==> config.mk <==
export PLATFORM = sky130hd
export DESIGN_NAME = gb5_window
export DESIGN_NICKNAME = d
export VERILOG_FILES = /design/src/sv/gb5_pkg.sv /design/src/sv/gb5_window.sv
export SDC_FILE = /design/constraint.sdc
export NUM_CORES = 1
export LEC_CHECK = 0
export ABC_AREA = 1
export ABC_CLOCK_PERIOD_IN_PS = 5550
export BUFFER_PORTS_ARGS = -buffer_cell sky130_fd_sc_hd__buf_2
export CORE_ASPECT_RATIO = 1.1
export CORE_UTILIZATION = 35
export CTS_BUF_LIST = sky130_fd_sc_hd__clkbuf_16
export CTS_CLUSTER_SIZE = 14
export DETAILED_ROUTE_END_ITERATION = 10
export GPL_ROUTABILITY_DRIVEN = 0
export PLACE_DENSITY = 0.59
export SLEW_MARGIN = 20
export SYNTH_ARGS = -nofsm -noshare
export SYNTH_HDL_FRONTEND = slang
export SYNTH_SLANG_ARGS = --single-unit
==> constraint.sdc <==
create_clock -name aclk -period 5.55 [get_ports aclk]
set_input_delay 0.555 -clock aclk [delete_from_list [all_inputs] [get_ports aclk]]
set_output_delay 0.555 -clock aclk [all_outputs]
set_load 0.02 [all_outputs]
==> src/sv/gb5_pkg.sv <==
// Shared types and constants for the 5x5 Gaussian blur core.
`default_nettype none
package gb5_pkg;

    localparam int PIX_W        = 8;
    localparam int ROW_W        = 12;
    localparam int OUT_COL_W    = 10;
    localparam int WIDTH_REG_W  = 11;
    localparam int HEIGHT_REG_W = 13;
    localparam int CFG_IDX_W    = 2;
    localparam int CFG_DATA_W   = 13;
    localparam int DIM_W        = 13;

    localparam int LINES        = 4;
    localparam int TAPS         = 5;
    localparam int LINE_WORD_W  = LINES * PIX_W;
    localparam int ROWSUM_W     = 14;
    localparam int SUM_W        = 16;
    localparam int PROD_W       = 2 * SUM_W;

    localparam int MAX_WIDTH_DEF = 1024;
    localparam int MAX_HEIGHT    = 4096;
    localparam int MIN_DIM       = 5;
    localparam int WIDTH_RST     = 1024;
    localparam int HEIGHT_RST    = 1024;

    // floor(x / 159) == (x * DIV_RECIP) >> DIV_SHIFT for every x below 2^16
    localparam logic [SUM_W-1:0] DIV_RECIP = 16'd52759;
    localparam int               DIV_SHIFT = 23;

    localparam logic [CFG_IDX_W-1:0] REG_IMAGE_WIDTH  = 2'd0;
    localparam logic [CFG_IDX_W-1:0] REG_IMAGE_HEIGHT = 2'd1;

    localparam logic [TAPS-1:0][TAPS-1:0][3:0] KERNEL = {
        {4'd2, 4'd4,  4'd5,  4'd4,  4'd2},
        {4'd4, 4'd9,  4'd12, 4'd9,  4'd4},
        {4'd5, 4'd12, 4'd15, 4'd12, 4'd5},
        {4'd4, 4'd9,  4'd12, 4'd9,  4'd4},
        {4'd2, 4'd4,  4'd5,  4'd4,  4'd2}
    };

    typedef logic [TAPS-1:0][PIX_W-1:0]    column_t;
    typedef logic [TAPS-1:0][ROWSUM_W-1:0] row_sums_t;

    typedef struct packed {
        logic                 last;
        logic [ROW_W-1:0]     row;
        logic [OUT_COL_W-1:0] col;
    } meta_t;

endpackage
`default_nettype wire

==> src/sv/gb5_window.sv <==
// 5x5 sliding window and registered weighted row sums.
`default_nettype none
module gb5_window (
    input  wire logic                aclk,
    input  wire logic                shift_en,
    input  wire gb5_pkg::column_t    col_in,
    input  wire logic                sum_en,
    output gb5_pkg::row_sums_t       row_sums
);
    import gb5_pkg::*;

    logic [PIX_W-1:0] win_reg [TAPS][TAPS];
    row_sums_t        row_sum_reg;
    row_sums_t        row_sum_next;

    always_ff @(posedge aclk) begin
        if (shift_en) begin
            for (int i = 0; i < TAPS; i++) begin
                for (int j = 0; j < TAPS - 1; j++) begin
                    win_reg[i][j] <= win_reg[i][j+1];
                end
                win_reg[i][TAPS-1] <= col_in[i];
            end
        end
    end

    always_comb begin
        for (int i = 0; i < TAPS; i++) begin
            row_sum_next[i] = '0;
            for (int j = 0; j < TAPS; j++) begin
                row_sum_next[i] = row_sum_next[i]
                    + ROWSUM_W'(win_reg[i][j]) * ROWSUM_W'(KERNEL[i][j]);
            end
        end
    end

    always_ff @(posedge aclk) begin
        if (sum_en) begin
            row_sum_reg <= row_sum_next;
        end
    end

    assign row_sums = row_sum_reg;

endmodule
`default_nettype wire

# Word level (Yosys, flattened, before mapping)
# Memories as Yosys holds them, arrays and structs flattened.
# Index checks and enable logic that the tools add are counted.
# Widths: inputs -> output; s select.
[word_totals] input_bits=43 elab_cells=41 memories=1 out_inout_bits=70 register_bits=70 ram_bits=200
[classes] addsub=20 mux=2 n_mul=13
[mem_list] name="win_reg" depth=5 word_bits=40 read_ports=5 rd_ports_with_merged_regs=0 wr=5 line_no="gb5_window.sv:12" text="logic [PIX_W-1:0] win_reg [TAPS][TAPS];"
[op_table] op="$mul 8x4->12 const B" count=5
[op_table] op="$mul 8x3->11 const B" count=4
[op_table] op="$add 13x12->14" count=3
[op_table] op="$add 14x12->14" count=3
[op_table] op="$mul 8x2->10 const B" count=4
[op_table] op="$add 13x9->14" count=2
[op_table] op="$add 14x10->14" count=2
[op_table] op="$add 10x12->13" count=2
[op_table] op="$add 12x10->13" count=2
[op_table] op="$add 11x11->12" count=2
[op_table] op="$add 9x10->11" count=2
[op_table] op="$add 14x11->14" count=1
[op_table] op="$add 11x12->13" count=1
[op_table] op="$mux 1" count=2

# Logic depth before layout (Yosys ltp)
# Gate-level depths: netlist (run 1).
# An unclocked memory read counts as a cell.
[logic_depth] depth_word=6 depth_mapped=24 mapped_depth_nobuf=24

# Worst setup path after synthesis (run 1)
# Ideal clock, no wire load.
[synth_path] kind="register to register" startpoint="memory win_reg[1][17] (netlist bit)" endpoint="register row_sum_reg, in the netlist row_sums[24], data pin" path_buffers=0 slack_ns=0.712 stages_incl_launch_ff=20 setup_ns=0.252 t_required_ns=5.298 period_less_slack_ns=4.838 arrival_time_ns=4.586 path_cell_list="edfxtp_1 > ha_1 > fa_1 > a31oi_1 > xor2_1 > inv_1 > ha_1 > fa_1 > fa_1 > fa_1 > inv_1 > fa_1 > inv_1 > ha_1 > a21oi_1 > nor2_1 > nor2_1 > nand2_1 > nand2_1 > nand2_1"
[synth_rtl] item="start: declaration" line_no="gb5_window.sv:12"
[synth_rtl] item="end signal: assignment" line_no="gb5_window.sv:39" text="row_sum_reg <= row_sum_next;"
[synth_rtl] item="end: declaration" line_no="gb5_window.sv:13" text="row_sums_t row_sum_reg;"

==> reports/qor.yml, run 1 <==
status: "finished, final reports clean"
fin_cells: 2343
yosys.area.top_type: "edfxtp_1"
die_h_um: 241.1
rsz0062_at_grt: "false"
cts_root_buffer: "clkbuf_16"
final_core_util_pct: 40.29
layout_common_cells: "inv_1, edfxtp_1, nand2_1"
htreeDepth: 2
required_ns: 5.83
rr_worst_depth: 19
boundaryPins: 113
hold_path_class: "in -> reg"
ys_seq_area_share_pct: 44.23
setup_viol: 0
core-area_mm2: 0.05127
fin_skew_ns: 0.01775
diodes: 0
drc: 0
slew_viol_final: 0
cts_tree: "yes"
dieWidth_um: 219.4
crit_type: "reg -> reg"
largest_reg_flops: 200
yosys_warnings: 0
critPathLaunchType: "register"
io_buffer_count: 110
cts_resized: 0
synth_seq_cells: 268
worstSetupEndpointType: "register"
die_area_mm2: 0.05291
post-dp-hpwl_um: 25850
fin_crit_ns: 5.126
nFillCells: 4838
clock_sinks: 268
path_clk_slew_ns: 0.06
path_max_fanout: 4
vias_per_cell: 4.460
wl_per_cell_um: 14.09
syn_avg_cell_area_um2: 12.08
via_count: 10449
layout-drive-gt1-share_pct: 10.56
layout.area.seq_mm2: 0.008048
drtPass1Iterations: 4
tightest_slew_ns: 0.9927
multi_input_area_mm2: 0.008688
dp.cells: 2284
drtAntennaViolNets: 0
tns_ns: 0
overflow: 0
wirelength_um: 33020
grt_max_degree: 117
finalCritPeriodShare_pct: 92.36
cts_made_buffers: 34
antenna_found_initial: 4
clkLatencyLatePin_ns: 0.54
relSlewSlack_pct: 33.82
yosysTopAreaCellShare_pct: 44.23
fmax_mhz: 195.1
syn_inst: 1506
grt_pass1_vias: 11305
cts_hold_buffers: 0
grt_pass1_wl_um: 54650
holdPathStages: 1
maxCapViolations: 0
rows: 87
synth.area.top_cells: "edfxtp_1, fa_1, ha_1, inv_1, nand2_1"
ys_types: 26
postCtsSetupRepairBufs: 0
hold_slack_ns: 0.1852
cts_max_path_buffers: 3
drt_iter0_drc: 384
crit_arrival_ns: 5.41
fin_nets: 2100
syn_to_final_growth_pct: 13.52
start_util_pct: 35.49
syn_area_mm2: 0.01820
hold_viol_final: 0
grt_use_total_pct: 13.14
final_common_cell: "inv_1"
## logic make-up (layout without fill, tap and decap cells)
| kind of cell | after synthesis | count (layout) | share of synthesized area, % |
|---|---|---|---|
| adder cells (fa/ha/maj) | 404 | 404 | 35.87 |
| other | 1 | 2 | 0.02061 |
| flip-flops | 268 | 268 | 44.23 |
| AO/OA/AOI/OAI | 63 | 63 | 1.953 |
| XOR/XNOR | 39 | 39 | 1.877 |
| AND/OR/NAND/NOR | 343 | 343 | 8.011 |
| buffers and inverters | 388 | 557 | 8.045 |
## final cells by class
cell class / count / share of cell area [%]
clock buffers: 35 / 4.240
clock inverters: 24 / 0.8904
inverters: 386 / 7.014
multi-input cells: 851 / 42.06
flip-flops and latches: 268 / 38.96
well taps: 667 / 4.040
repair buffers: 112 / 2.792
## Yosys cell counts
library cell	number
nor3_1	1
a31oi_1	6
or2_2	1
o21bai_1	3
o21ai_1	1
nand4_1	13
edfxtp_1	268
o21ai_0	9
nor2_2	5
inv_1	386
a21o_1	6
buf_4	2
nor2_1	35
fa_1	196
nand2_1	220
nand3_2	5
nand3b_1	2
nand3_1	56
conb_1	1
a21boi_1	1
a21oi_1	35
nand2_2	5
xnor2_1	6
ha_1	208
o21ai_2	2
xor2_1	33
## layer usage
layer | routed length, µm | GRT usage [%] | up-vias
met2 | 16520 | 23.29 | 160
met5 | 47 | 0 | -
met1 | 14110 | 15.46 | 5125
li1 | - | - | 5089
met4 | 899 | 4.966 | 8
met3 | 1441 | 2.899 | 67
## stage by stage
stage               setup WS (ns)  instance area, µm²
floorplan                  0.7115               18200
global placement           0.5104               19600
detailed placement         0.4512               19600
CTS                        0.3800               20660
global route               0.1177               20660
finish                     0.4239               20660
## worst max-delay path: stages (launching register included)
cell      delay [ns]
edfxtp_1        0.45
ha_1            0.24
fa_1            0.42
a31oi_1         0.25
xor2_1          0.17
inv_1           0.07
ha_1            0.29
fa_1            0.49
fa_1            0.50
fa_1            0.49
inv_1           0.05
fa_1            0.47
inv_1           0.04
ha_1            0.32
a21oi_1         0.25
nor2_1          0.08
nor2_1          0.14
nand2_1         0.07
nand2_1         0.06
nand2_1         0.05
## worst paths after layout
check                                               from  slack, ns                       end
worst min-delay path                          col_in[21]       0.19   win_reg[2][5]$_DFFE_PP_
worst min register to register   win_reg[4][9]$_DFFE_PP_       0.45  win_reg[4][17]$_DFFE_PP_
worst max register to register  win_reg[3][17]$_DFFE_PP_       0.42    row_sums[52]$_DFFE_PP_
worst max-delay path            win_reg[3][17]$_DFFE_PP_       0.42    row_sums[52]$_DFFE_PP_
Power of run 1 is not shown: default switching activity piles up to over one toggle a cycle in this logic, so the estimate is an artifact.
==> run 2, diff against run 1 <==
CORE_UTILIZATION = 39   (was 35)
PLACE_DENSITY = 0.63   (was 0.59)
REMOVE_ABC_BUFFERS = 1   (was default)
==> reports/qor.yml, run 2 (synthesis results as in run 1) <==
status: "finished, final reports clean"
relSlewSlack_pct: 34.85
cts_resized: 0
worstSetupEndpointType: "register"
grt_max_degree: 110
final_cell_area_mm2: 0.02053
start_util_pct: 39.77
nFillCells: 4229
grt_use_total_pct: 14.73
grt_pass1_vias: 11450
drtPass1Iterations: 5
setup_viol: 0
worst_path_largest_cell_delay_ns: 0.50
critPathLaunchType: "register"
dieWidth_um: 208.0
wirelength_um: 33160
die_h_um: 228.5
crit_arrival_ns: 5.48
syn_to_final_growth_pct: 12.81
vias_per_cell: 4.627
rr_worst_depth: 19
cts_root_buffer: "clkbuf_16"
fin_skew_ns: 0.02506
cts_made_buffers: 34
crit_top_cell: "fa_1"
clkLatencyLatePin_ns: 0.55
boundaryPins: 113
dpl_cell_area_mm2: 0.01950
rr_startpoint: "win_reg[1][17]$_DFFE_PP_"
hold_viol_final: 0
overflow: 0
drt_iter0_drc: 542
fmax_mhz: 193.6
maxCapViolations: 0
wl_per_cell_um: 14.66
path_clk_slew_ns: 0.06
io_buffer_count: 110
setup_ws_ns: 0.3852
path_max_fanout: 4
cts_hold_buffers: 0
antenna_found_initial: 1
rows: 82
drtAntennaViolNets: 0
via_count: 10462
die_area_mm2: 0.04753
holdPathEnd: "win_reg[1][1]$_DFFE_PP_"
postCtsSetupRepairBufs: 0
hold_path.startpoint: "col_in[9]"
final_common_cell: "inv_1"
holdPathStages: 1
fin_crit_ns: 5.165
tightest_slew_ns: 0.9772
dp_slack_ns: 0.4331
cts_tree: "yes"
post-dp-hpwl_um: 25790
fin_nets: 2100
htreeDepth: 2
crit_type: "reg -> reg"
grt_pass1_wl_um: 55790
layout_common_cells: "inv_1, edfxtp_1, nand2_1"
finalCritPeriodShare_pct: 93.06
required_ns: 5.86
core-area_mm2: 0.04576
hold_path_class: "in -> reg"
tns_ns: 0
slowest_stage: "fa_1"
largest_reg_flops: 200
setup.reg_to_reg.worst_slack_ns: 0.39
slew_viol_final: 0
layout-drive-gt1-share_pct: 10.34
path_cells: "ha_1 -> fa_1 -> a31oi_1 -> xor2_1 -> inv_1 -> ha_1 -> fa_1 -> fa_1 -> fa_1 -> inv_1 -> fa_1 -> inv_1 -> ha_1 -> a21oi_1 -> nor2_1 -> nor2_1 -> nand2_1 -> nand2_1 -> nand2_1"
rsz0062_at_grt: "false"
drc: 0
r2r-end: "row_sums[24]$_DFFE_PP_"
diodes: 0
clock_sinks: 268
cts_max_path_buffers: 3
## run 2: cell count changes in the layout (fill, tap and decap cells not counted), sizes merged
cell / change
inv: +1
clkbuf: -1
clkinv: -4
clkinvlp: +1
## run 2: cell type report
type / count / area [µm²] / area share [%]
timing repair buffer: 112 / 576.8 / 2.810
multi-input combinational: 851 / 8688 / 42.33
clock inverter: 22 / 178.9 / 0.8716
clock buffer: 34 / 850.8 / 4.145
sequential: 268 / 8048 / 39.21
tap: 588 / 735.7 / 3.584
inverter: 386 / 1449 / 7.058
## run 2: how the worst max path moves through the flow
stage | startpoint | end | slack (ns) | depth (start not counted)
after floorplan | win_reg[1][17]$_DFFE_PP_ | row_sums[24]$_DFFE_PP_ | 0.71 | 19
after global placement | win_reg[1][17]$_DFFE_PP_ | row_sums[24]$_DFFE_PP_ | 0.53 | 19
after detailed placement | win_reg[1][17]$_DFFE_PP_ | row_sums[24]$_DFFE_PP_ | 0.43 | 19
after CTS | win_reg[1][17]$_DFFE_PP_ | row_sums[24]$_DFFE_PP_ | 0.41 | 19
after global routing | win_reg[1][17]$_DFFE_PP_ | row_sums[24]$_DFFE_PP_ | 0.06 | 19
final | win_reg[1][17]$_DFFE_PP_ | row_sums[24]$_DFFE_PP_ | 0.39 | 19
## run 2: critical path, delay by kind of cell, from the launching register on
kind	cells	cell delay, ns
AO/OA/AOI/OAI	2	0.48
AND/OR/NAND/NOR	5	0.42
adder cells (fa/ha/maj)	8	3.25
flip-flops	1	0.45
XOR/XNOR	1	0.17
buffers and inverters	3	0.15
## run 2: metal layers
metal  track usage (%)  vias up  wire (µm)
met2             26.34      169      16840
met5                 0        -         13
met4             4.352        2        743
met1             17.87     5147      14330
li1                  -     5082          -
met3             2.927       62       1230
## run 2: metrics by stage
stage | std cells | hold slack [ns] | utilization, %
6_report | 2261 | 0.1799 | 44.86
4_1_cts | 2261 | 0.1403 | 44.86
3_3_place_gp | 2205 | 0.4347 | 42.61
3_5_place_dp | 2205 | 0.4481 | 42.61
2_1_floorplan | 1505 | 0.4264 | -
5_1_grt | 2261 | 0.1513 | 44.86
Power of run 2 is left out for the same reason.
