===== config.mk =====
export PLATFORM = sky130hd
export DESIGN_NAME = gb5_divide
export DESIGN_NICKNAME = d
export VERILOG_FILES = /design/src/sv/gb5_pkg.sv /design/src/sv/gb5_divide.sv
export SDC_FILE = /design/constraint.sdc
export NUM_CORES = 1
export LEC_CHECK = 0
export ABC_AREA = 0
export BUFFER_PORTS_ARGS = -buffer_cell sky130_fd_sc_hd__buf_4
export CAP_MARGIN = 20
export CORE_MARGIN = 2
export CORE_UTILIZATION = 50
export CTS_BUF_LIST = sky130_fd_sc_hd__clkbuf_4 sky130_fd_sc_hd__clkbuf_8
export DETAILED_ROUTE_END_ITERATION = 10
export GPL_TIMING_DRIVEN = 0
export PLACE_DENSITY = 0.81
export SYNTH_ARGS = -nofsm -noshare
export SYNTH_HDL_FRONTEND = slang
export SYNTH_SLANG_ARGS = --single-unit

===== constraint.sdc =====
create_clock -name aclk -period 6.25 [get_ports aclk]
set_input_delay 1.875 -clock aclk [delete_from_list [all_inputs] [get_ports aclk]]
set_output_delay 1.875 -clock aclk [all_outputs]
set_load 0.01 [all_outputs]

===== src/sv/gb5_pkg.sv =====
// Shared types and constants for the 5x5 Gaussian blur core.
`default_nettype none
package gb5_pkg;

    localparam int PIX_W        = 8;
    localparam int ROW_W        = 12;
    localparam int OUT_COL_W    = 10;
    localparam int WIDTH_REG_W  = 11;
    localparam int HEIGHT_REG_W = 13;
    localparam int CFG_IDX_W    = 2;
    localparam int CFG_DATA_W   = 13;
    localparam int DIM_W        = 13;

    localparam int LINES        = 4;
    localparam int TAPS         = 5;
    localparam int LINE_WORD_W  = LINES * PIX_W;
    localparam int ROWSUM_W     = 14;
    localparam int SUM_W        = 16;
    localparam int PROD_W       = 2 * SUM_W;

    localparam int MAX_WIDTH_DEF = 1024;
    localparam int MAX_HEIGHT    = 4096;
    localparam int MIN_DIM       = 5;
    localparam int WIDTH_RST     = 1024;
    localparam int HEIGHT_RST    = 1024;

    // floor(x / 159) == (x * DIV_RECIP) >> DIV_SHIFT for every x below 2^16
    localparam logic [SUM_W-1:0] DIV_RECIP = 16'd52759;
    localparam int               DIV_SHIFT = 23;

    localparam logic [CFG_IDX_W-1:0] REG_IMAGE_WIDTH  = 2'd0;
    localparam logic [CFG_IDX_W-1:0] REG_IMAGE_HEIGHT = 2'd1;

    localparam logic [TAPS-1:0][TAPS-1:0][3:0] KERNEL = {
        {4'd2, 4'd4,  4'd5,  4'd4,  4'd2},
        {4'd4, 4'd9,  4'd12, 4'd9,  4'd4},
        {4'd5, 4'd12, 4'd15, 4'd12, 4'd5},
        {4'd4, 4'd9,  4'd12, 4'd9,  4'd4},
        {4'd2, 4'd4,  4'd5,  4'd4,  4'd2}
    };

    typedef logic [TAPS-1:0][PIX_W-1:0]    column_t;
    typedef logic [TAPS-1:0][ROWSUM_W-1:0] row_sums_t;

    typedef struct packed {
        logic                 last;
        logic [ROW_W-1:0]     row;
        logic [OUT_COL_W-1:0] col;
    } meta_t;

endpackage
`default_nettype wire


===== src/sv/gb5_divide.sv =====
// Total of row sums and divide by 159 through a reciprocal multiply.
`default_nettype none
module gb5_divide (
    input  wire logic                      aclk,
    input  wire logic                      total_en,
    input  wire gb5_pkg::row_sums_t        row_sums,
    input  wire logic                      out_en,
    output logic      [gb5_pkg::PIX_W-1:0] blurred
);
    import gb5_pkg::*;

    logic [SUM_W-1:0]  total_reg;
    logic [SUM_W-1:0]  total_next;
    logic [PROD_W-1:0] prod;
    logic [PIX_W-1:0]  blurred_reg;

    always_comb begin
        total_next = '0;
        for (int i = 0; i < TAPS; i++) begin
            total_next = total_next + SUM_W'(row_sums[i]);
        end
    end

    always_ff @(posedge aclk) begin
        if (total_en) begin
            total_reg <= total_next;
        end
    end

    assign prod = PROD_W'(total_reg) * PROD_W'(DIV_RECIP);

    always_ff @(posedge aclk) begin
        if (out_en) begin
            blurred_reg <= prod[DIV_SHIFT +: PIX_W];
        end
    end

    assign blurred = blurred_reg;

endmodule
`default_nettype wire


# Yosys cells after proc, flatten, opt, wreduce, memory -nomap -nowiden
# Index checks and enable logic that the tools add are counted.
totals:
  output_inout_bits: 8
  regBits: 24
  wordCells: 7
op_classes:
  n_addsub: 4
  mul: 1
ops:
  columns: ["cell", "n"]
  rows:
  - ["$add A16 B14 Y16", 2]
  - ["$mul A16 B16 Y31 const B", 1]
  - ["$add A15 B14 Y16", 1]
  - ["$add A14 B14 Y15", 1]

# Logic depth before layout (Yosys ltp)
# Gate-level depths: netlist (run 1).
logic_depth:
  word_depth: 4
  depth_mapped: 19

# Worst setup path before layout (run 1)
# Ideal clock, no wire load.
synth_timing:
  kind: "input -> register"
  from: "input row_sums[1] (netlist name)"
  to: "register total_reg[15], data pin"
  n_path_buf: 0
  t_arrival_ps: 4822
  stages: 14
  path_slack_ps: 1248
  cell_sequence: "fa_1 > fa_1 > inv_1 > fa_1 > inv_1 > ha_1 > inv_1 > fa_1 > nor2b_1 > o21a_1 > o21ai_1 > a211oi_2 > nor2b_1 > o311ai_1"
synth_between:
  elab_chain_cells: 4
synth_rtl:
  columns: ["element", "line_no", "rtl"]
  rows:
  - ["start, declared", "gb5_divide.sv:6", "input wire gb5_pkg::row_sums_t row_sums,"]
  - ["$add A14 B14 Y15", "gb5_divide.sv:20", "total_next = total_next + SUM_W'(row_sums[i]);"]
  - ["$add A15 B14 Y16", "gb5_divide.sv:20", null]
  - ["$add A16 B14 Y16 (2 in series)", "gb5_divide.sv:20", null]
  - ["net total_next[15]", "gb5_divide.sv:13", "logic [SUM_W-1:0] total_next;"]
  - ["end signal, assigned", "gb5_divide.sv:26", "total_reg <= total_next;"]
  - ["end, declared", "gb5_divide.sv:12", "logic [SUM_W-1:0] total_reg;"]
# The timed path passes the listed nets, and every way through them passes these cells.
# A chain may end at the register's enable or synchronous reset.

# Worst setup path in the final report (run 1)
layout_timing:
  from: "register total_reg[14]"
  to: "register blurred_reg[5], in the netlist blurred[5], data pin"
layout_between:
  elab_chain_cells: 1
layout_rtl:
  columns: ["element", "line_no", "rtl"]
  rows:
  - ["$mul A16 B16 Y31", "gb5_divide.sv:30", "assign prod = PROD_W'(total_reg) * PROD_W'(DIV_RECIP);"]
  - ["net prod[28]", "gb5_divide.sv:14", "logic [PROD_W-1:0] prod;"]
  - ["end signal, assigned", "gb5_divide.sv:34", "blurred_reg <= prod[DIV_SHIFT +: PIX_W];"]
  - ["end, declared", "gb5_divide.sv:15", "logic [PIX_W-1:0] blurred_reg;"]
# The timed path passes the listed nets, and every way through them passes these cells.

==> results of run 1 <==
-- worst max-delay path, cell delays in order (launching register included) --
cell      delay [ns]
edfxtp_1        0.52
inv_1           0.15
ha_1            0.36
inv_1           0.12
ha_1            0.16
inv_1           0.07
fa_1            0.54
inv_1           0.06
fa_1            0.50
fa_1            0.50
inv_1           0.05
fa_1            0.47
inv_1           0.04
ha_1            0.36
a21oi_1         0.34
o22ai_1         0.21
o211ai_1        0.22
nand2_1         0.11
a221oi_2        0.29
xnor2_1         0.15
-- through the flow --
step | std cells | area, sq um | hold slack (ns) | utilization [%]
4_1_cts | 886 | 7570 | 1.37 | 57.6
2_1_floorplan | 626 | 6680 | 1.02 | -
3_3_place_gp | 882 | 7500 | 1.35 | 57.1
3_5_place_dp | 882 | 7500 | 1.36 | 57.1
6_report | 886 | 7570 | 1.39 | 57.6
5_1_grt | 886 | 7570 | 1.42 | 57.6
-- Yosys cell counts, types with 2 or more instances --
master    instances
nand4_1           4
o311ai_1          2
o21ai_0          11
xor2_1            9
a211oi_2          2
o211ai_1          6
nand2b_1          5
edfxtp_1         24
or3_1             2
fa_1            118
nor3_1            3
and3_1            2
nand3_1          10
inv_1           158
a21o_1           11
o21a_1            4
a41oi_1           2
ha_1            145
a21oi_1          28
nand4b_1          2
xnor2_1          19
o21ai_1           2
a41o_1            2
nand2_1          17
nor2b_1           5
nor2_1           14
-- per-layer routing --
metal	track usage (%)	share of wire [%]	wire, um
met1	23.4	41	5390
met2	35.8	51	6700
met3	2.19	4.5	596
met4	5.59	3.8	505
met5	0	0	0
-- layout make-up --
type	count	share of cell area (%)
timing repair buffer	80	7.93
clock buffer	3	0.545
clock inverter	1	0.397
tap	176	2.91
buffer	1	0.0496
sequential	24	9.52
multi-input combinational	443	70.8
inverter	158	7.83
-- worst max-delay path by stage --
stage	cells past startpoint	slack, ns	endpoint	startpoint
after floorplan	14	1.25	total_reg[15]	row_sums[1]
after global placement	15	0.88	total_reg[15]	row_sums[1]
after detailed placement	15	0.84	total_reg[13]	row_sums[1]
after CTS	19	0.84	blurred[7]	total_reg[14]
after global routing	19	0.45	blurred[7]	total_reg[14]
final	19	0.76	blurred[5]	total_reg[14]
-- cell families (layout without fill, tap and decap cells) --
kind of cell / Yosys count / after routing / share of synthesized area, %
xor+xnor: 28 / 28 / 3.67
flops: 24 / 24 / 10.8
simple gates: 69 / 69 / 5.34
fa+ha+maj: 263 / 263 / 62.5
compound gates: 83 / 83 / 8.71
buf+inv: 159 / 243 / 8.94
==> run_results.csv, run 1 <==
group,metric,value,unit
outcome,status,"completed",
synthesis,syn-cell-area,6680,sq um
floorplan,dieArea,14300,sq um
sta,maxSlewHeadroom,54.9,%
global_route,antenna_found_initial,0,
sta,finClkSkew,0.00335,ns
sta,min_period_over_period,87.9,%
synthesis,async_flop_share,0,%
sta,fin_tns_setup,0,ns
worst_setup_path,r2r_slack,0.76,ns
synthesis,synthCells,626,
sta,hold_viol,0,
cts,cts_resized,0,
worst_setup_path,path_class,"register to register",
sta,slew_violations,0,
sta,setup_viol,0,
synthesis,syn_nets,962,
cts,clock_latency,0.29,ns
sta,grt_setup_unrepaired,"no",
cts,cts.sinks,24,
sta,fmax,0.182,GHz
synthesis,synthTopCellsByArea,"fa_1 35%, ha_1 27%, edfxtp_1 11%, inv_1 8.9%, xnor2_1 2.5%",
worst_setup_path,critPathLaunchType,"register",
worst_setup_path,cp-end-kind,"register",
cts,cts-root-buf,"clkbuf_8",
floorplan,design.core.area,13100,sq um
cts,htree_levels,1,
floorplan,ioPinCount,81,
synthesis,synth_warnings,0,
layout,mostFrequentLayoutCell,"inv_1",
layout,drive_above_1_share,13.2,%
worst_setup_path,worstReg2RegEnd,"blurred[5]",
routing,viasPerCell,5.20,
global_route,grt_use_total,19.2,%
global_route,grt_overflow,0,
layout,nets,1047,
global_route,grt_max_degree,17,
cts,clk_pin_slew_worst_paths,0.10,ns
run,maxCapViolations,0,
min_path,worstHoldStart,"total_reg[15]",
min_path,hold_path.class,"register to register",
min_path,whs_path_depth,4,
cts,postCtsSetupRepairBufs,0,
synthesis,ys_ff_latch,24,
floorplan,die_h,120,um
worst_setup_path,critPathRequiredTime,6.28,ns
sta,setup_slack,0.758,ns
synthesis,synth_flop_cell,"edfxtp_1",
cts,cts_tree,"yes",
layout,multi_input_area,5360,sq um
layout,fill_cells,1078,
worst_setup_path,rr_worst_depth,19,
synthesis,synth-edff-count,24,
sta,tightest_slew,0.674,ns
synthesis,synth_top_cell_by_area,"fa_1",
worst_setup_path,path_max_fanout,5,
routing,drt-wirelength-per-cell,14.9,um
layout,regArea,721,sq um
placed_design,dp_hpwl,12000,um
global_route,grt_pass1_vias,4965,
floorplan,die_x,120,um
cts,cts_buffers,3,
cts,cts.path.max_buffers,2,
min_path,min_to,"blurred[7]",
cts,cts_hold_buf,0,
placed_design,place_ws,0.840,ns
placed_design,port_buffers,80,
worst_setup_path,r2r-start,"total_reg[14]",
global_route,grt_pass1_wl,21900,um
layout,layout_common_cells,"158 x inv_1, 145 x ha_1, 118 x fa_1, 80 x buf_4, 28 x a21oi_1",
placed_design,gp_congestion,1.03,
routing,drtIter0Drc,155,
floorplan,rows,42,
routing,drc,0,
sta,finalCriticalPeriod,5.49,ns
routing,drtAntennaViolNets,0,
synthesis,syn_avg_cell_area,10.7,sq um
routing,num_vias,4610,
layout,num_antenna_cells,0,
synthesis,synth.distinct_cells,45,
routing,routed_wl,13200,um
layout,area_growth,13.4,%
synthesis,ys_seq_area_share,10.8,%
routing,drtPass1Iterations,4,
synthesis,yosys.area.top_type_share,35.4,%
layout,largest_reg_flops,16,
floorplan,start_util,50.8,%
worst_setup_path,cp.arrival,5.52,ns
Power of run 1 is left out: the tool's default activity adds up to more than one toggle a clock period on the data nets, which glitch-free logic cannot reach.
==> inputs of run 2 (changes only) <==
- CORE_UTILIZATION: 50 -> 62
- PLACE_DENSITY: 0.81 -> 0.95
==> run 2 against run 1 <==
Against the previous run:
- die area is 19% lower
- maximum frequency down 3.1%
- worst setup slack got worse by 0.18 ns
- register-to-register slack worse by 0.18 ns
- sequential share of layout area up 0.063 points
- critical endpoint is now blurred[7]
- highest routed layer unchanged
==> run_results.csv, run 2 (synthesis results as in run 1) <==
group,metric,value,unit
routing,routed_wl,15000,um
worst_setup_path,timing.critical_path.mode_cell,"fa_1",
sta,tightest_slew,0.557,ns
sta,fmax,0.176,GHz
worst_setup_path,cp-end-kind,"register",
floorplan,start_util,64.4,%
global_route,grt_pass1_vias,5462,
floorplan,die_h,108,um
routing,drtIter0Drc,246,
cts,clk_pin_slew_worst_paths,0.10,ns
worst_setup_path,path_class,"register to register",
sta,hold_viol,0,
floorplan,die_x,108,um
sta,fin_tns_setup,0,ns
floorplan,design.core.area,10400,sq um
cts,cts.path.max_buffers,2,
global_route,grt_max_degree,17,
cts,clock_latency,0.28,ns
floorplan,ioPinCount,81,
worst_setup_path,cp.arrival,5.71,ns
layout,nets,1047,
cts,cts.sinks,24,
layout,area_growth,12.6,%
cts,htree_levels,1,
layout,mostFrequentLayoutCell,"inv_1",
min_path,hold_path.class,"register to register",
global_route,grt_use_total,27.6,%
global_route,antenna_found_initial,0,
layout,num_antenna_cells,0,
placed_design,port_buffers,80,
sta,finalCriticalPeriod,5.67,ns
cts,cts_buffers,3,
layout,largest_reg_flops,16,
routing,drc,0,
cts,cts-root-buf,"clkbuf_8",
worst_setup_path,r2r-start,"total_reg[7]",
cts,postCtsSetupRepairBufs,0,
cts,cts_resized,0,
cts,cts_tree,"yes",
worst_setup_path,cp_slowest_stage_delay,0.56,ns
global_route,grt_pass1_wl,24500,um
layout,layout_common_cells,"158 x inv_1, 145 x ha_1, 118 x fa_1, 80 x buf_4, 28 x a21oi_1",
worst_setup_path,critPathLaunchType,"register",
worst_setup_path,crit_path_cell_trace,"ha_1, inv_1, fa_1, inv_1, fa_1, fa_1, fa_1, inv_1, fa_1, inv_1, ha_1, nand3_1, nor2_1, nand3_1, o311ai_2, a21oi_2, xnor2_1",
routing,viasPerCell,5.72,
worst_setup_path,path_max_fanout,5,
outcome,status,"completed",
layout,drive_above_1_share,13.2,%
routing,drt-wirelength-per-cell,17.8,um
sta,slew_violations,0,
placed_design,gp_congestion,1.06,
sta,finClkSkew,0.00698,ns
sta,min_period_over_period,90.7,%
routing,drtPass1Iterations,6,
worst_setup_path,critical_path.slowest_cell,"edfxtp_1",
worst_setup_path,critPathRequiredTime,6.30,ns
floorplan,dieArea,11600,sq um
min_path,worstHoldStart,"total_reg[15]",
global_route,grt_overflow,0,
routing,num_vias,4838,
sta,setup_viol,0,
routing,drtAntennaViolNets,0,
sta,maxSlewHeadroom,62.8,%
run,maxCapViolations,0,
placed_design,dp_hpwl,13400,um
floorplan,rows,37,
worst_setup_path,startpoint,"total_reg[7]",
sta,grt_setup_unrepaired,"no",
cts,cts_hold_buf,0,
run 2: cell counts in the layout (fill, tap and decap cells not counted):
Identical to the previous run, type by type.
run 2: path summary, 6_finish.rpt:
kind / endpoint / cells past startpoint / slack [ns]
max: blurred[7] / 17 / 0.58
min: blurred[7] / 4 / 1.42
max reg2reg: blurred[7] / 17 / 0.58
min reg2reg: blurred[7] / 4 / 1.42
run 2: final cells by class:
class,instances,area [sq um]
plain buffers,1,3.75
multi-input cells,443,5360
flip-flops and latches,24,721
clock inverters,1,30.0
inverters,158,593
well taps,136,170
fillers,725,2850
clock buffers,3,41.3
repair buffers,80,601
run 2: stage by stage:
| step | util (%) | hold WS [ns] | setup WS (ns) | instance area [sq um] | cells |
|---|---|---|---|---|---|
| 4_1_cts | 72.5 | 1.40 | 0.698 | 7520 | 846 |
| 5_1_grt | 72.5 | 1.46 | 0.433 | 7520 | 846 |
| 3_5_place_dp | 71.8 | 1.38 | 0.737 | 7450 | 842 |
| 6_report | 72.5 | 1.42 | 0.582 | 7520 | 846 |
| 2_1_floorplan | - | 1.02 | 1.25 | 6680 | 626 |
| 3_3_place_gp | 71.8 | 1.35 | 0.919 | 7450 | 842 |
run 2: critical path, delay by kind of cell, from the launching register on:
kind	cells	cell delay (ns)
adders and majority gates	7	3.20
DFF	1	0.56
AOI/OAI and AO/OA	2	0.56
and+or+nand+nor	3	0.50
xor gates and xnor gates	1	0.36
buffers and inverters	4	0.25
run 2: routing by layer:
metal  vias up  wire, um  track usage [%]
li1       2228         -                -
met5         -         0                0
met3        58       714             3.21
met1      2357      5700             30.7
met2       195      7910             52.3
met4         0       726             12.1
Power of run 2 is left out for the same reason.
==> inputs of run 3 (changes only) <==
- CORE_UTILIZATION: 62 -> 60
- PLACE_DENSITY: 0.95 -> 0.93
- clock period: 6.25 -> 7 ns (I/O delays scaled with it)
==> run 3 against run 2 <==
Against the previous run:
- cell count grew 0.47%
- via count decreased by 2.3%
- worst setup slack better by 0.95 ns
- design area hardly changed
- largest cell class unchanged
- die area grew 3.2%
- sequential cell count unchanged
- non-clock buffer count did not move
- clock skew up 0.0064 ns
==> run_results.csv, run 3 (synthesis results as in run 1) <==
group,metric,value,unit
outcome,status,"completed",
cts,cts-root-buf,"clkbuf_8",
global_route,grt_max_degree,17,
cts,clock_latency,0.30,ns
floorplan,die_x,109,um
routing,num_vias,4725,
sta,setup_viol,0,
global_route,grt_overflow,0,
placed_design,dp.cells,846,
layout,largest_reg_flops,16,
sta,fin_tns_setup,0,ns
global_route,grt_pass1_vias,5267,
layout,area_growth,12.7,%
worst_setup_path,cp-end-kind,"register",
sta,finClkSkew,0.0134,ns
floorplan,dieArea,12000,sq um
layout,finalInstanceArea,7520,sq um
floorplan,start_util,61.6,%
cts,htree_levels,1,
sta,slew_violations,0,
worst_setup_path,critPathRequiredTime,7.06,ns
routing,drtIter0Drc,246,
layout,layout_common_cells,"158 x inv_1, 145 x ha_1, 118 x fa_1, 80 x buf_4, 28 x a21oi_1",
min_path,hold_path.class,"register to register",
placed_design,dp_hpwl,12900,um
run,maxCapViolations,0,
cts,cts_hold_buf,0,
layout,regArea,721,sq um
floorplan,ioPinCount,81,
global_route,antenna_found_initial,0,
layout,drive_above_1_share,13.2,%
layout,multi_input_area,5360,sq um
routing,drc,0,
cts,cts.path.max_buffers,2,
sta,maxSlewHeadroom,64.9,%
layout,post-route-util,69.4,%
layout,fill_cells,789,
floorplan,rows,38,
routing,drt-wirelength-per-cell,16.8,um
global_route,grt_pass1_wl,23500,um
cts,postCtsSetupRepairBufs,0,
routing,drtAntennaViolNets,0,
sta,grt_setup_unrepaired,"no",
sta,min_period_over_period,78.2,%
cts,cts_buffers,3,
layout,nets,1047,
layout,num_antenna_cells,0,
global_route,grt_use_total,25.8,%
placed_design,dpl_cell_area,7450,sq um
floorplan,design.core.area,10800,sq um
worst_setup_path,path_class,"register to register",
worst_setup_path,cp.arrival,5.53,ns
worst_setup_path,critPathLaunchType,"register",
floorplan,die_h,109,um
routing,drtPass1Iterations,4,
routing,viasPerCell,5.56,
layout,mostFrequentLayoutCell,"inv_1",
sta,tightest_slew,0.525,ns
layout,stdcell_count,850,
cts,cts_resized,0,
sta,finalCriticalPeriod,5.47,ns
worst_setup_path,path_max_fanout,5,
cts,clk_pin_slew_worst_paths,0.10,ns
cts,cts_tree,"yes",
routing,routed_wl,14300,um
cts,cts.sinks,24,
placed_design,gp_congestion,1.04,
sta,fmax,0.183,GHz
sta,hold_viol,0,
placed_design,port_buffers,80,
run 3: layer usage:
metal | GRT usage, % | up-vias | routed length (um)
met5 | 0 | - | 0
met4 | 7.32 | 0 | 256
met3 | 4.27 | 23 | 838
met2 | 48.4 | 154 | 7690
met1 | 30.1 | 2330 | 5480
li1 | - | 2218 | -
run 3: worst paths after layout:
| path | start | endpoint | slack, ns | cells past startpoint |
|---|---|---|---|---|
| setup / recovery | total_reg[3] | blurred[7] | 1.53 | 17 |
| hold / removal | total_reg[15] | blurred[7] | 1.26 | 4 |
| setup reg to reg | total_reg[3] | blurred[7] | 1.53 | 17 |
| hold reg to reg | total_reg[15] | blurred[7] | 1.26 | 4 |
run 3: layout make-up:
class                      count  area share, %
buffer                         1         0.0499
clock buffer                   3          0.549
clock inverter                 1          0.399
inverter                     158           7.88
multi-input combinational    443           71.2
sequential                    24           9.58
tap                          140           2.33
timing repair buffer          80           7.98
run 3: critical path: stages (launching register included):
cell,delay (ns)
edfxtp_1,0.52
ha_1,0.41
inv_1,0.08
fa_1,0.51
inv_1,0.05
fa_1,0.52
fa_1,0.46
fa_1,0.50
inv_1,0.05
fa_1,0.36
inv_1,0.07
ha_1,0.30
a21oi_1,0.35
o21ai_0,0.17
a211oi_1,0.38
o311ai_2,0.25
a21oi_2,0.18
xnor2_1,0.07
run 3: metrics by stage:
| stage | hold WS, ns | setup slack (ns) |
|---|---|---|
| 3_5_place_dp | 1.22 | 1.32 |
| 5_1_grt | 1.37 | 1.28 |
| 6_report | 1.26 | 1.53 |
| 2_1_floorplan | 1.02 | 1.77 |
| 3_3_place_gp | 1.23 | 1.41 |
| 4_1_cts | 1.25 | 1.54 |
Power of run 3 is left out for the same reason.
